### config.mk
export PLATFORM = sky130hd
export DESIGN_NAME = apsp_control_flat
export DESIGN_NICKNAME = d
export VERILOG_FILES = /design/src/design/apsp_pkg.sv /design/src/design/apsp_if.sv /design/src/design/apsp_control.sv /design/src/flat_wrapper.sv
export VERILOG_INCLUDE_DIRS = /design/src /design/src/design
export SDC_FILE = /design/constraint.sdc
export NUM_CORES = 1
export LEC_CHECK = 0
export ABC_AREA = 1
export ABC_CLOCK_PERIOD_IN_PS = 2800
export BUFFER_PORTS_ARGS = -buffer_cell sky130_fd_sc_hd__buf_2
export CAP_MARGIN = 20
export CORE_ASPECT_RATIO = 1.1
export CORE_MARGIN = 10
export CORE_UTILIZATION = 55
export CTS_BUF_LIST = sky130_fd_sc_hd__clkbuf_4
export DETAILED_ROUTE_END_ITERATION = 10
export PLACE_DENSITY = 0.9
export SYNTH_ARGS = -nofsm -noshare
export SYNTH_HDL_FRONTEND = slang
export SYNTH_SLANG_ARGS = --single-unit
### constraint.sdc
create_clock -name clk -period 2.8 [get_ports clk]
set_clock_uncertainty 0.1 [all_clocks]
set_input_delay 0.42 -clock clk [delete_from_list [all_inputs] [get_ports clk]]
set_output_delay 0.42 -clock clk [all_outputs]
set_load 0.03 [all_outputs]
### src/design/all_pairs_shortest_path_assert.svh
// assertion macros used by the shortest path engine control
`ifndef ALL_PAIRS_SHORTEST_PATH_ASSERT_SVH
`define ALL_PAIRS_SHORTEST_PATH_ASSERT_SVH

// same cycle implication
`define APSP_ASSERT_IMP(lbl, ck, rn, ante, cons, msg) \
	lbl: assert property (@(posedge ck) disable iff (!rn) (ante) |-> (cons)) \
		else $error(msg);

// next cycle implication
`define APSP_ASSERT_NXT(lbl, ck, rn, ante, cons, msg) \
	lbl: assert property (@(posedge ck) disable iff (!rn) (ante) |=> (cons)) \
		else $error(msg);

`endif

### src/design/apsp_pkg.sv
`timescale 1ns / 1ps
`default_nettype none

package apsp_pkg;

	localparam int MAX_NODES_DEF = 128;
	localparam int ACT_W = 2;
	localparam int NODE_W = 7;
	localparam int WEIGHT_W = 16;
	localparam int DIST_W = 30;
	localparam int CNT_W = 8;

	localparam logic [DIST_W-1:0] INF_DIST = 30'h3f3f3f3f;
	localparam logic [CNT_W-1:0] NODE_COUNT_RST = 8'd128;

	typedef enum logic [ACT_W-1:0] {
		ACT_CLEAR   = 2'd0,
		ACT_LOAD    = 2'd1,
		ACT_COMPUTE = 2'd2,
		ACT_READ    = 2'd3
	} apsp_action_t;

	typedef enum logic [3:0] {
		ST_INIT,
		ST_IDLE,
		ST_CLEAR,
		ST_LOAD_A,
		ST_LOAD_B,
		ST_READ_ADDR,
		ST_READ_WAIT,
		ST_COPY,
		ST_COPY_DRAIN,
		ST_PIVOT_ADDR,
		ST_PIVOT_WAIT,
		ST_ROW,
		ST_ROW_DRAIN,
		ST_FINISH
	} apsp_state_t;

	typedef struct packed {
		logic in_rdy;
		logic w_init_we;
		logic w_load_we;
		logic load_swap;
		logic w_rd;
		logic d_rd_piv;
		logic piv_latch;
		logic d_rd_row;
		logic d_rd_item;
		logic res_load;
	} apsp_cmd_t;

	typedef struct packed {
		logic         in_valid;
		apsp_action_t in_act;
		logic         res_busy;
	} apsp_stat_t;

endpackage

`default_nettype wire

### src/design/apsp_if.sv
`timescale 1ns / 1ps
`default_nettype none

interface apsp_cfg_if import apsp_pkg::*; ();
	logic             valid;
	logic             ready;
	logic [CNT_W-1:0] node_count;

	modport source (output valid, output node_count, input ready);
	modport sink (input valid, input node_count, output ready);
endinterface


`default_nettype wire

### src/design/apsp_control.sv
`timescale 1ns / 1ps
`default_nettype none
`include "all_pairs_shortest_path_assert.svh"

module apsp_control import apsp_pkg::*; #(
	parameter int MAX_NODES = MAX_NODES_DEF
) (
	input  wire logic                         clk,
	input  wire logic                         arst_n,
	apsp_cfg_if.sink                          cfg,
	input  wire apsp_stat_t                   stat,
	output      apsp_cmd_t                    cmd,
	output      logic [$clog2(MAX_NODES)-1:0] row_idx,
	output      logic [$clog2(MAX_NODES)-1:0] col_idx,
	output      logic [$clog2(MAX_NODES)-1:0] via_idx
);

	localparam int NW = $clog2(MAX_NODES);
	localparam int CW = $clog2(MAX_NODES + 1);
	localparam int CNT_RST = (int'(NODE_COUNT_RST) > MAX_NODES) ? MAX_NODES
		: int'(NODE_COUNT_RST);

	apsp_state_t state_q;
	apsp_state_t state_d;

	logic [CW-1:0] cnt_q;
	logic [NW-1:0] row_q;
	logic [NW-1:0] col_q;
	logic [NW-1:0] via_q;
	logic          last_col;
	logic          last_row;
	logic          last_via;
	logic          sweep_last;
	logic          item_taken;
	logic          sweep_rd;
	logic          col_in_range;
	logic          piv_in_range;

	// node count register, clamped on write
	assign cfg.ready = 1'b1;

	always_ff @(posedge clk or negedge arst_n) begin
		if (!arst_n) begin
			cnt_q <= CW'(CNT_RST);
		end else if (cfg.valid) begin
			cnt_q <= (32'(cfg.node_count) > MAX_NODES) ? CW'(MAX_NODES)
				: CW'(cfg.node_count);
		end
	end

	assign last_col = (32'(col_q) == 32'(cnt_q) - 32'd1);
	assign last_row = (32'(row_q) == 32'(cnt_q) - 32'd1);
	assign last_via = (32'(via_q) == 32'(cnt_q) - 32'd1);
	assign sweep_last = (&row_q) && (&col_q);

	assign row_idx = row_q;
	assign col_idx = col_q;
	assign via_idx = via_q;

	always_ff @(posedge clk or negedge arst_n) begin
		if (!arst_n) begin
			state_q <= ST_INIT;
		end else begin
			state_q <= state_d;
		end
	end

	// loop counters
	always_ff @(posedge clk or negedge arst_n) begin
		if (!arst_n) begin
			row_q <= '0;
			col_q <= '0;
			via_q <= '0;
		end else begin
			case (state_q) inside
				ST_IDLE: begin
					row_q <= '0;
					col_q <= '0;
					via_q <= '0;
				end
				ST_INIT, ST_CLEAR: begin
					col_q <= col_q + 1'b1;
					if (&col_q) begin
						row_q <= row_q + 1'b1;
					end
				end
				ST_COPY: begin
					if (last_col) begin
						col_q <= '0;
						row_q <= last_row ? '0 : row_q + 1'b1;
					end else begin
						col_q <= col_q + 1'b1;
					end
				end
				ST_ROW: begin
					col_q <= last_col ? '0 : col_q + 1'b1;
				end
				ST_ROW_DRAIN: begin
					if (last_row) begin
						row_q <= '0;
						via_q <= via_q + 1'b1;
					end else begin
						row_q <= row_q + 1'b1;
					end
				end
				default: begin
					row_q <= row_q;
				end
			endcase
		end
	end

	// next state
	always_comb begin
		state_d = state_q;
		unique case (state_q)
			ST_INIT: begin
				if (sweep_last) state_d = ST_IDLE;
			end
			ST_IDLE: begin
				if (stat.in_valid) begin
					unique case (stat.in_act)
						ACT_CLEAR:   state_d = ST_CLEAR;
						ACT_LOAD:    state_d = ST_LOAD_A;
						ACT_COMPUTE: state_d = (cnt_q == '0) ? ST_FINISH : ST_COPY;
						ACT_READ:    state_d = ST_READ_ADDR;
						default:     state_d = ST_IDLE;
					endcase
				end
			end
			ST_CLEAR: begin
				if (sweep_last) state_d = ST_FINISH;
			end
			ST_LOAD_A:     state_d = ST_LOAD_B;
			ST_LOAD_B:     state_d = ST_FINISH;
			ST_READ_ADDR:  state_d = ST_READ_WAIT;
			ST_READ_WAIT:  state_d = ST_FINISH;
			ST_COPY: begin
				if (last_col && last_row) state_d = ST_COPY_DRAIN;
			end
			ST_COPY_DRAIN: state_d = ST_PIVOT_ADDR;
			ST_PIVOT_ADDR: state_d = ST_PIVOT_WAIT;
			ST_PIVOT_WAIT: state_d = ST_ROW;
			ST_ROW: begin
				if (last_col) state_d = ST_ROW_DRAIN;
			end
			ST_ROW_DRAIN: begin
				state_d = (last_row && last_via) ? ST_FINISH : ST_PIVOT_ADDR;
			end
			ST_FINISH: begin
				if (!stat.res_busy) state_d = ST_IDLE;
			end
			default: state_d = ST_IDLE;
		endcase
	end

	// commands
	always_comb begin
		cmd = '0;
		unique case (state_q)
			ST_IDLE:       cmd.in_rdy = 1'b1;
			ST_INIT:       cmd.w_init_we = 1'b1;
			ST_CLEAR:      cmd.w_init_we = 1'b1;
			ST_LOAD_A:     cmd.w_load_we = 1'b1;
			ST_LOAD_B: begin
				cmd.w_load_we = 1'b1;
				cmd.load_swap = 1'b1;
			end
			ST_READ_ADDR:  cmd.d_rd_item = 1'b1;
			ST_COPY:       cmd.w_rd = 1'b1;
			ST_PIVOT_ADDR: cmd.d_rd_piv = 1'b1;
			ST_PIVOT_WAIT: cmd.piv_latch = 1'b1;
			ST_ROW:        cmd.d_rd_row = 1'b1;
			ST_FINISH:     cmd.res_load = !stat.res_busy;
			default:       cmd = '0;
		endcase
	end

	assign item_taken = stat.in_valid && cmd.in_rdy;
	assign sweep_rd = cmd.d_rd_row || cmd.w_rd;
	assign col_in_range = 32'(col_q) < 32'(cnt_q);
	assign piv_in_range = (32'(via_q) < 32'(cnt_q)) && (32'(row_q) < 32'(cnt_q));

	`APSP_ASSERT_IMP(a_no_res_overrun, clk, arst_n, cmd.res_load, !stat.res_busy, "result overrun")
	`APSP_ASSERT_NXT(a_one_item, clk, arst_n, item_taken, !cmd.in_rdy, "second item taken")
	`APSP_ASSERT_IMP(a_col_bound, clk, arst_n, sweep_rd, col_in_range, "column past node count")
	`APSP_ASSERT_IMP(a_via_bound, clk, arst_n, cmd.d_rd_piv, piv_in_range, "pivot past node count")

endmodule

`default_nettype wire

### src/flat_wrapper.sv
// flat-port wrapper written by rule: the top's interface ports become plain ports
module apsp_control_flat import apsp_pkg::*;
#(
	parameter int MAX_NODES = MAX_NODES_DEF
)
  (clk, arst_n, stat, cmd, row_idx, col_idx, via_idx, cfg_valid, cfg_node_count, cfg_ready);
  apsp_cfg_if cfg_i ();
  input  wire logic clk;
  input  wire logic arst_n;
  input  wire apsp_stat_t stat;
  output      apsp_cmd_t cmd;
  output      logic [$clog2(MAX_NODES)-1:0] row_idx;
  output      logic [$clog2(MAX_NODES)-1:0] col_idx;
  output      logic [$clog2(MAX_NODES)-1:0] via_idx;
  input wire logic [$bits(cfg_i.valid)-1:0] cfg_valid;
  input wire logic [$bits(cfg_i.node_count)-1:0] cfg_node_count;
  output wire logic [$bits(cfg_i.ready)-1:0] cfg_ready;
  assign cfg_i.valid = cfg_valid;
  assign cfg_i.node_count = cfg_node_count;
  assign cfg_ready = cfg_i.ready;
  apsp_control #(.MAX_NODES(MAX_NODES)) u_core (.clk(clk), .arst_n(arst_n), .cfg(cfg_i), .stat(stat), .cmd(cmd), .row_idx(row_idx), .col_idx(col_idx), .via_idx(via_idx));
endmodule
Yosys cells after proc, flatten, opt, wreduce, memory -nomap -nowiden
Index checks and enable logic that the tools add are counted.

Register bits after elaboration: 33. Input port bits: 15. Output and inout port bits: 32.

Add/sub/neg operators: 4. Magnitude comparators: 1. Equal/unequal tests: 31. Multiplexer cells: 40. Reductions and logical operators: 19.

Operators with widths (count): 7-bit 2-to-1 mux (19); 7-bit by 32-bit equality test with 1-bit output (3); 4-bit case mux with 13 select lines (1); 4-bit 2-to-1 mux (7); 4-bit equality test, second input constant (6); 7-bit by 1-bit adder with 7-bit output, second input constant (3); 4-bit by 3-bit equality test with 1-bit output, second input constant (4); 4-bit case mux with 4 select lines (1); 7-bit AND reduction (2); 2-bit by 1-bit inequality test with 1-bit output, second input constant (6); 1-bit 2-to-1 mux (10); 8-bit by 1-bit subtractor with 9-bit output, second input constant (1); 4-bit by 2-bit equality test with 1-bit output, second input constant (2); 8-bit > comparator, second input constant (1); 8-bit logical NOT (1); 8-bit 2-to-1 mux (1); 4-bit by 2-bit inequality test with 1-bit output, second input constant (2); 4-bit nonzero test (2); 2-bit inequality test, second input constant (3); 6-bit AND reduction (1); 2-bit OR reduction (3); 5-bit AND reduction (1); 2-bit equality test, second input constant (2); 4-bit by 1-bit equality test with 1-bit output, second input constant (1); other kinds (9) (12).

Longest topological paths before layout
Gate-level depths: netlist of the first run.

Word-level depth: 8. Gate-level depth with buffers: 17. Mapped depth without buffers: 17.

Least setup slack after synthesis of the first run
OpenSTA, ideal clock, no wires.

Kind: flip-flop to flip-flop. Start point: register u_core.cnt_q[0]. End point: register u_core.row_q[2], in the netlist u_core.row_idx[2]. Library setup time: 118 ps. Arrival: 1908 ps. Setup slack: 675 ps. Stages on the path, launching flop included: 16. Period minus slack after synthesis: 2125 ps. Cell sequence: dfrtp_1 > inv_2 > ha_1 > inv_1 > nand2_1 > nand2_1 > nand2_1 > nand2_1 > nor2_2 > nand3_1 > nor2_4 > nand2_4 > a21oi_4 > inv_2 > nand2_1 > nand2_1.

Word-level cells in the longest chain between the ends: 8.

RTL lines: start: declaration (line apsp_control.sv:26) `logic [CW-1:0] cnt_q;`; start signal: assignment (line apsp_control.sv:44) `cnt_q <= CW'(CNT_RST);`; start signal: assignment (line apsp_control.sv:46) `cnt_q <= (32'(cfg.node_count) > MAX_NODES) ? CW'(MAX_NODES)`; 8-bit by 1-bit subtractor with 9-bit output (*) (line apsp_control.sv:51, apsp_control.sv:52); 7-bit by 32-bit equality test with 1-bit output (line apsp_control.sv:52) `assign last_row = (32'(row_q) == 32'(cnt_q) - 32'd1);`; 7-bit 2-to-1 mux (line apsp_control.sv:90, apsp_control.sv:99); 7-bit 2-to-1 mux (5 in series) (line apsp_control.sv:75) `case (state_q) inside`; end signal: assignment (line apsp_control.sv:84) `row_q <= row_q + 1'b1;`; end signal: assignment (line apsp_control.sv:90) `row_q <= last_row ? '0 : row_q + 1'b1;`; end signal: assignment (line apsp_control.sv:103) `row_q <= row_q + 1'b1;`; end: declaration (line apsp_control.sv:27) `logic [NW-1:0] row_q;`.

Every way passes the cells marked *; elsewhere a longest branch is shown, timed or not. The select of a mux whose other input is x is not followed. A chain may end at the register's enable or synchronous reset.

Worst setup path after layout of the first run
Start point: register u_core.cnt_q[0]. End point: register u_core.row_q[5], in the netlist u_core.row_idx[5].

The elaborated chain is that of the path after synthesis.

==> results of run 1 <==
-- registers in the layout, indices dropped and copies added, names as in the netlist --
register        count
u_core.state_q      4
u_core.via_idx      7
u_core.cnt_q        8
u_core.col_idx      7
u_core.row_idx      7
-- per-layer routing --
metal	share of wire	vias up	GRT usage
met4	0.035	0	0.0865
met5	0	-	0
met3	0.067	23	0.0375
met1	0.41	1295	0.213
li1	-	1359	-
met2	0.49	134	0.311
-- cell families (layout without fill, tap and decap cells) --
logic type	after synthesis	count (layout)	share of synthesized area
buffers and inverters	54	105	0.0835
adders and majority gates	4	4	0.0195
AOI/OAI and AO/OA	41	41	0.101
DFF	33	33	0.323
xor gates and xnor gates	13	13	0.0444
and+or+nand+nor	246	246	0.428
other	1	1	0.00146
-- cell usage in the layout (no fill, tap or decap), drive strengths merged --
cell type / netlist / final
clkbuf: 1 / 7
nor3: 7 / 7
nand4: 5 / 5
o221ai: 1 / 1
a21oi: 8 / 8
o22ai: 5 / 5
and2: 1 / 1
xnor2: 2 / 2
xor2: 11 / 11
ha: 4 / 4
nand2: 137 / 137
clkinv: 1 / 2
buf: 2 / 46
nor4: 3 / 3
o211ai: 1 / 1
nand3: 47 / 47
o21ai: 25 / 25
inv: 50 / 50
conb: 1 / 1
dfrtp: 32 / 32
o2111ai: 1 / 1
nor2: 45 / 45
dfstp: 1 / 1
nand3b: 1 / 1
-- metrics by stage --
stage / util / power (uW) / setup WS (ps) / instances
floorplan: - / 664 / 675 / 392
global placement: 0.620 / 717 / 400 / 491
detailed placement: 0.620 / 723 / 340 / 491
CTS: 0.632 / 1000 / 322 / 499
global route: 0.632 / 1050 / 45.9 / 499
finish: 0.632 / 1000 / 256 / 499
-- final timing paths --
check                                  startpoint                 to  slack (ps)
worst max-delay path              u_core.cnt_q[0]  u_core.row_idx[5]         260
worst max register to register    u_core.cnt_q[0]  u_core.row_idx[5]         260
worst min register to register    u_core.cnt_q[6]    u_core.cnt_q[6]         440
max in group asynchronous                  arst_n  u_core.state_q[3]        2090
worst min-delay path                       arst_n    u_core.cnt_q[5]          30
min in group clk                cfg_node_count[6]    u_core.cnt_q[6]         190
-- layout make-up --
class / instances / area [um^2]
clock inverter: 1 / 3.75
tap: 56 / 70.1
multi-input combinational: 305 / 1520
inverter: 51 / 191
timing repair buffer: 46 / 233
fill: 404 / 1690
sequential: 33 / 827
clock buffer: 7 / 52.6
-- power breakdown --
group          total (uW)  switching [uW]  internal (uW)
clock                 283             167            116
combinational         219             150           69.0
sequential            500            13.8            486
==> metrics, run 1 <==
Worst-path clk slew 100 ps; WL final about 7300 um; fmax just under 400 MHz; gpl congestion 0.978; crit path time final 2540 ps; Post-Syn Area per Cell 6.54 um^2; Max-slew headroom 0.499; Synth-to-Final Area Change 13.1%; post-synth top area cell dfrtp_1; Synth top area share 0.312; Setup Fix Bufs, Post-CTS 0; Residual DRC 0; RSZ-0062 raised after global routing no; CP Class reg -> reg; Clock Root Buffer clkbuf_4; CTS Buf Count 5; total core area roughly 4600 um^2; crit-path cells inv_2, ha_1, inv_1, nand2_1, nand2_1, nand2_1, nand2_1, nor2_2, nand3_1, nor2_4, nand2_4, a21oi_4, inv_2, nand2_1, nand2_1; Buf/Inv on CP 3; fin crit share 0.909; run status finished, final reports clean; DR iter-0 viols 235; R2R cell count 15; Die Wd 85.1 um; First-pass DRT Iterations 5; synthesized cell area 2560 um^2; vias in the first global route 2692; top area cells in the synthesized netlist dfrtp_1 (31%), nand2_1 (19%), nand3_1 (9.0%); P_leak 0.00157 uW; Yosys warning count 0; DR WL/cell 14.6 um; final setup violating endpoints 0; smallest hold slack 29.9 ps; Crit path depth 15; Worst VDD drop 0.000280 V; Slew Viols, Final 0; Initial Util 0.559; area of the die 7800 um^2; Worst Path Required 2940 ps; Synth Net Count 411; Post-synth ARST share 1.00; Max stage delay on crit path 450 ps; CP most frequent cell nand2_1; dpl hpwl 5670 um; # diodes 0; post-synthesis cell type count 36; final layout net count about 460; Synth Flop Type dfrtp_1; Setup crit end kind flop; gr usage total 0.183; Hold Path Class in -> async; CTS Hold Bufs 0; drt via density ~5.6; Post-synth top cells nand2_1 (129), nand3_1 (46), inv_1 (45); htree depth 2; Post-Syn Instances ~390; CTS tree built; Final Hold Viols 0; via count 2811; CP startpoint kind flop; GRT overflow 0; Clock Tree Buf Depth 2; clk sinks 33; port bufs 45; crit-path leading delay family simple AND/OR/NAND/NOR gates; CP arrival 2690 ps; largest net degree at the start of global routing 34; row count 26; I/O Pins 47; Max FO, Critical Path 8; first-pass GRT wire length 12100 um; post-cts repair resize count 0; DIE HEIGHT 91.6 um; Max Cap Viol 0; Setup TNS 0 ps; ratio of cells with drive above 1 in the final layout 0.181; critical path's slowest cell dfrtp_1; Antenna Violating Nets Remaining 0; Worst Max-Slew Pin Slew around 750 ps; top-count cell post-synth nand2_1; post-synthesis sequential area ratio 0.323; initial antenna violation count 0; post-route cell area 2900 um^2; Yosys reg bits 33; Clock Latency Late Sink 340 ps; PD cells between 300 and 400 nW/um^2; Post-synth EDFFs 0; DP Area 2840 um^2
No activity file was read; power rests on OpenSTA's default activity.
==> inputs of run 2 (changes only) <==
==> constraint.sdc (replaced) <==
create_clock -name clk -period 2.8 [get_ports clk]
set_clock_uncertainty 0.1 [all_clocks]
set_input_delay 0.28 -clock clk [delete_from_list [all_inputs] [get_ports clk]]
set_output_delay 0.28 -clock clk [all_outputs]
set_load 0.03 [all_outputs]
==> metrics, run 2 (synthesized netlist as in run 1, its figures left out) <==
Setup Fix Bufs, Post-CTS 0; crit-path cells inv_2, ha_1, inv_1, nand2_1, nand2_1, nand2_1, nand2_1, nor2_2, nand3_1, nor2_4, nand2_4, a21oi_4, inv_2, nand2_1, nand2_1; Worst-path clk slew 110 ps; Max FO, Critical Path 8; first-pass GRT wire length 12100 um; row count 26; GRT overflow 0; area of the multi-input gates between 1500 and 2000 um^2; Initial Util 0.559; Worst VDD drop 0.000280 V; Tot Pwr 1000 uW; drt via density 5.66; Residual DRC 0; vias in the first global route about 2.7k; P_leak 0.00158 uW; Max-slew headroom 0.502; Clock Root Buffer clkbuf_4; Max Cap Viol 0; crit path time final 2520 ps; DR iter-0 viols 236; # diodes 0; area of the die 7800 um^2; post-cts repair resize count 0; Slew Viols, Final 0; RSZ-0062 raised after global routing no; Setup crit end kind flop; CTS Buf Count 5; Buf/Inv on CP 3; CP Class reg -> reg; Die Wd around 85 um; R2R setup slack 280 ps; Layout fillers 403; via count 2829; crit-path leading delay family simple AND/OR/NAND/NOR gates; WL final 7280 um; fmax between 300 and 400 MHz; total core area 4590 um^2; commonest non-fill, non-tap cell in the layout nand2_1; DIE HEIGHT 91.6 um; First-pass DRT Iterations 5; Setup TNS 0 ps; PD cells 344 nW/um^2; Antenna Violating Nets Remaining 0; Worst Path Required between 2000 and 3000 ps; Max stage delay on crit path 450 ps; final setup violating endpoints 0; ratio of cells with drive above 1 in the final layout 0.180; fin util 0.634; largest net degree at the start of global routing 34; I/O Pins 47; Clock Latency Late Sink 340 ps; Synth-to-Final Area Change 13.5%; htree depth 2; Clock Tree Buf Depth 2; Final Hold Viols 0; run status finished, final reports clean; smallest hold slack 46.5 ps; final layout net count 462; most frequent cells in the layout nand2_1 (129), nand3_1 (46), inv_1 (45), buf_2 (45), nor2_1 (38); sequential cell area between 800 and 900 um^2; dpl hpwl 5670 um; Worst Max-Slew Pin Slew 746 ps; port bufs 45; initial antenna violation count 0; max reg flops 8; critical path's slowest cell dfrtp_1; CP startpoint kind flop; CP most frequent cell nand2_1; fin crit share 0.901; DR WL/cell 14.6 um; gr usage total 0.183; gpl congestion 0.978; Final Non-Filler Cells 500; Hold Path Class in -> reg; clk sinks 33; Placed Cells 491; CP arrival approximately 2700 ps; CTS tree built; Most flops, register u_core.cnt_q
-- run 2: cell types whose count changed in the layout (fill, tap and decap cells not counted), sizes merged --
cell         change
dlygate4sd3      +1
-- run 2: where the power goes --
part	internal (uW)	switching [uW]
Sequential	486	13.7
Combinational	69.9	150
Clock	116	167
Total	672	330
-- run 2: layer usage --
layer  track usage  up-vias  wire [um]
met1         0.213     1299       2970
met4        0.0865        0        260
met3        0.0375       20        543
li1              -     1367          -
met5             0        -          0
met2         0.311      143       3510
-- run 2: area by class of cell --
cell class                      count  share of cell area
Sequential cell                    33               0.284
Tap cell                           56              0.0241
Timing Repair Buffer               47              0.0834
Clock buffer                        7              0.0181
Inverter                           51              0.0658
Clock inverter                      1             0.00129
Multi-Input combinational cell    305               0.523
-- run 2: stage by stage --
stage	setup slack, ps	area (um^2)
floorplan	675	2560
global placement	400	2840
detailed placement	340	2840
CTS	322	2910
global route	45.9	2910
finish	276	2910
-- run 2: repair_timing --
item | in CTS | in global routing
setup endpoints to repair | 0 | 0
hold buffers | 1 | 0
hold endpoints to repair | 32 | 0
-- run 2: worst register-to-register path, delay by kind of cell (launching register included) --
kind,cells,cell delay [ps]
AO/OA/AOI/OAI,1,260
adder cells (fa/ha/maj),1,280
buffers and inverters,3,380
flip-flops,1,450
AND/OR/NAND/NOR,10,960
-- run 2: path summary, 6_finish.rpt --
| check | from | to | cells past startpoint |
|---|---|---|---|
| min in group asynchronous | arst_n | u_core.cnt_q[5] | 2 |
| worst min-delay path | cfg_node_count[6] | u_core.cnt_q[6] | 3 |
| max in group asynchronous | arst_n | u_core.state_q[1] | 2 |
| worst min register to register | u_core.cnt_q[6] | u_core.cnt_q[6] | 2 |
| worst max-delay path | u_core.cnt_q[0] | u_core.row_idx[0] | 15 |
| worst max register to register | u_core.cnt_q[0] | u_core.row_idx[0] | 15 |
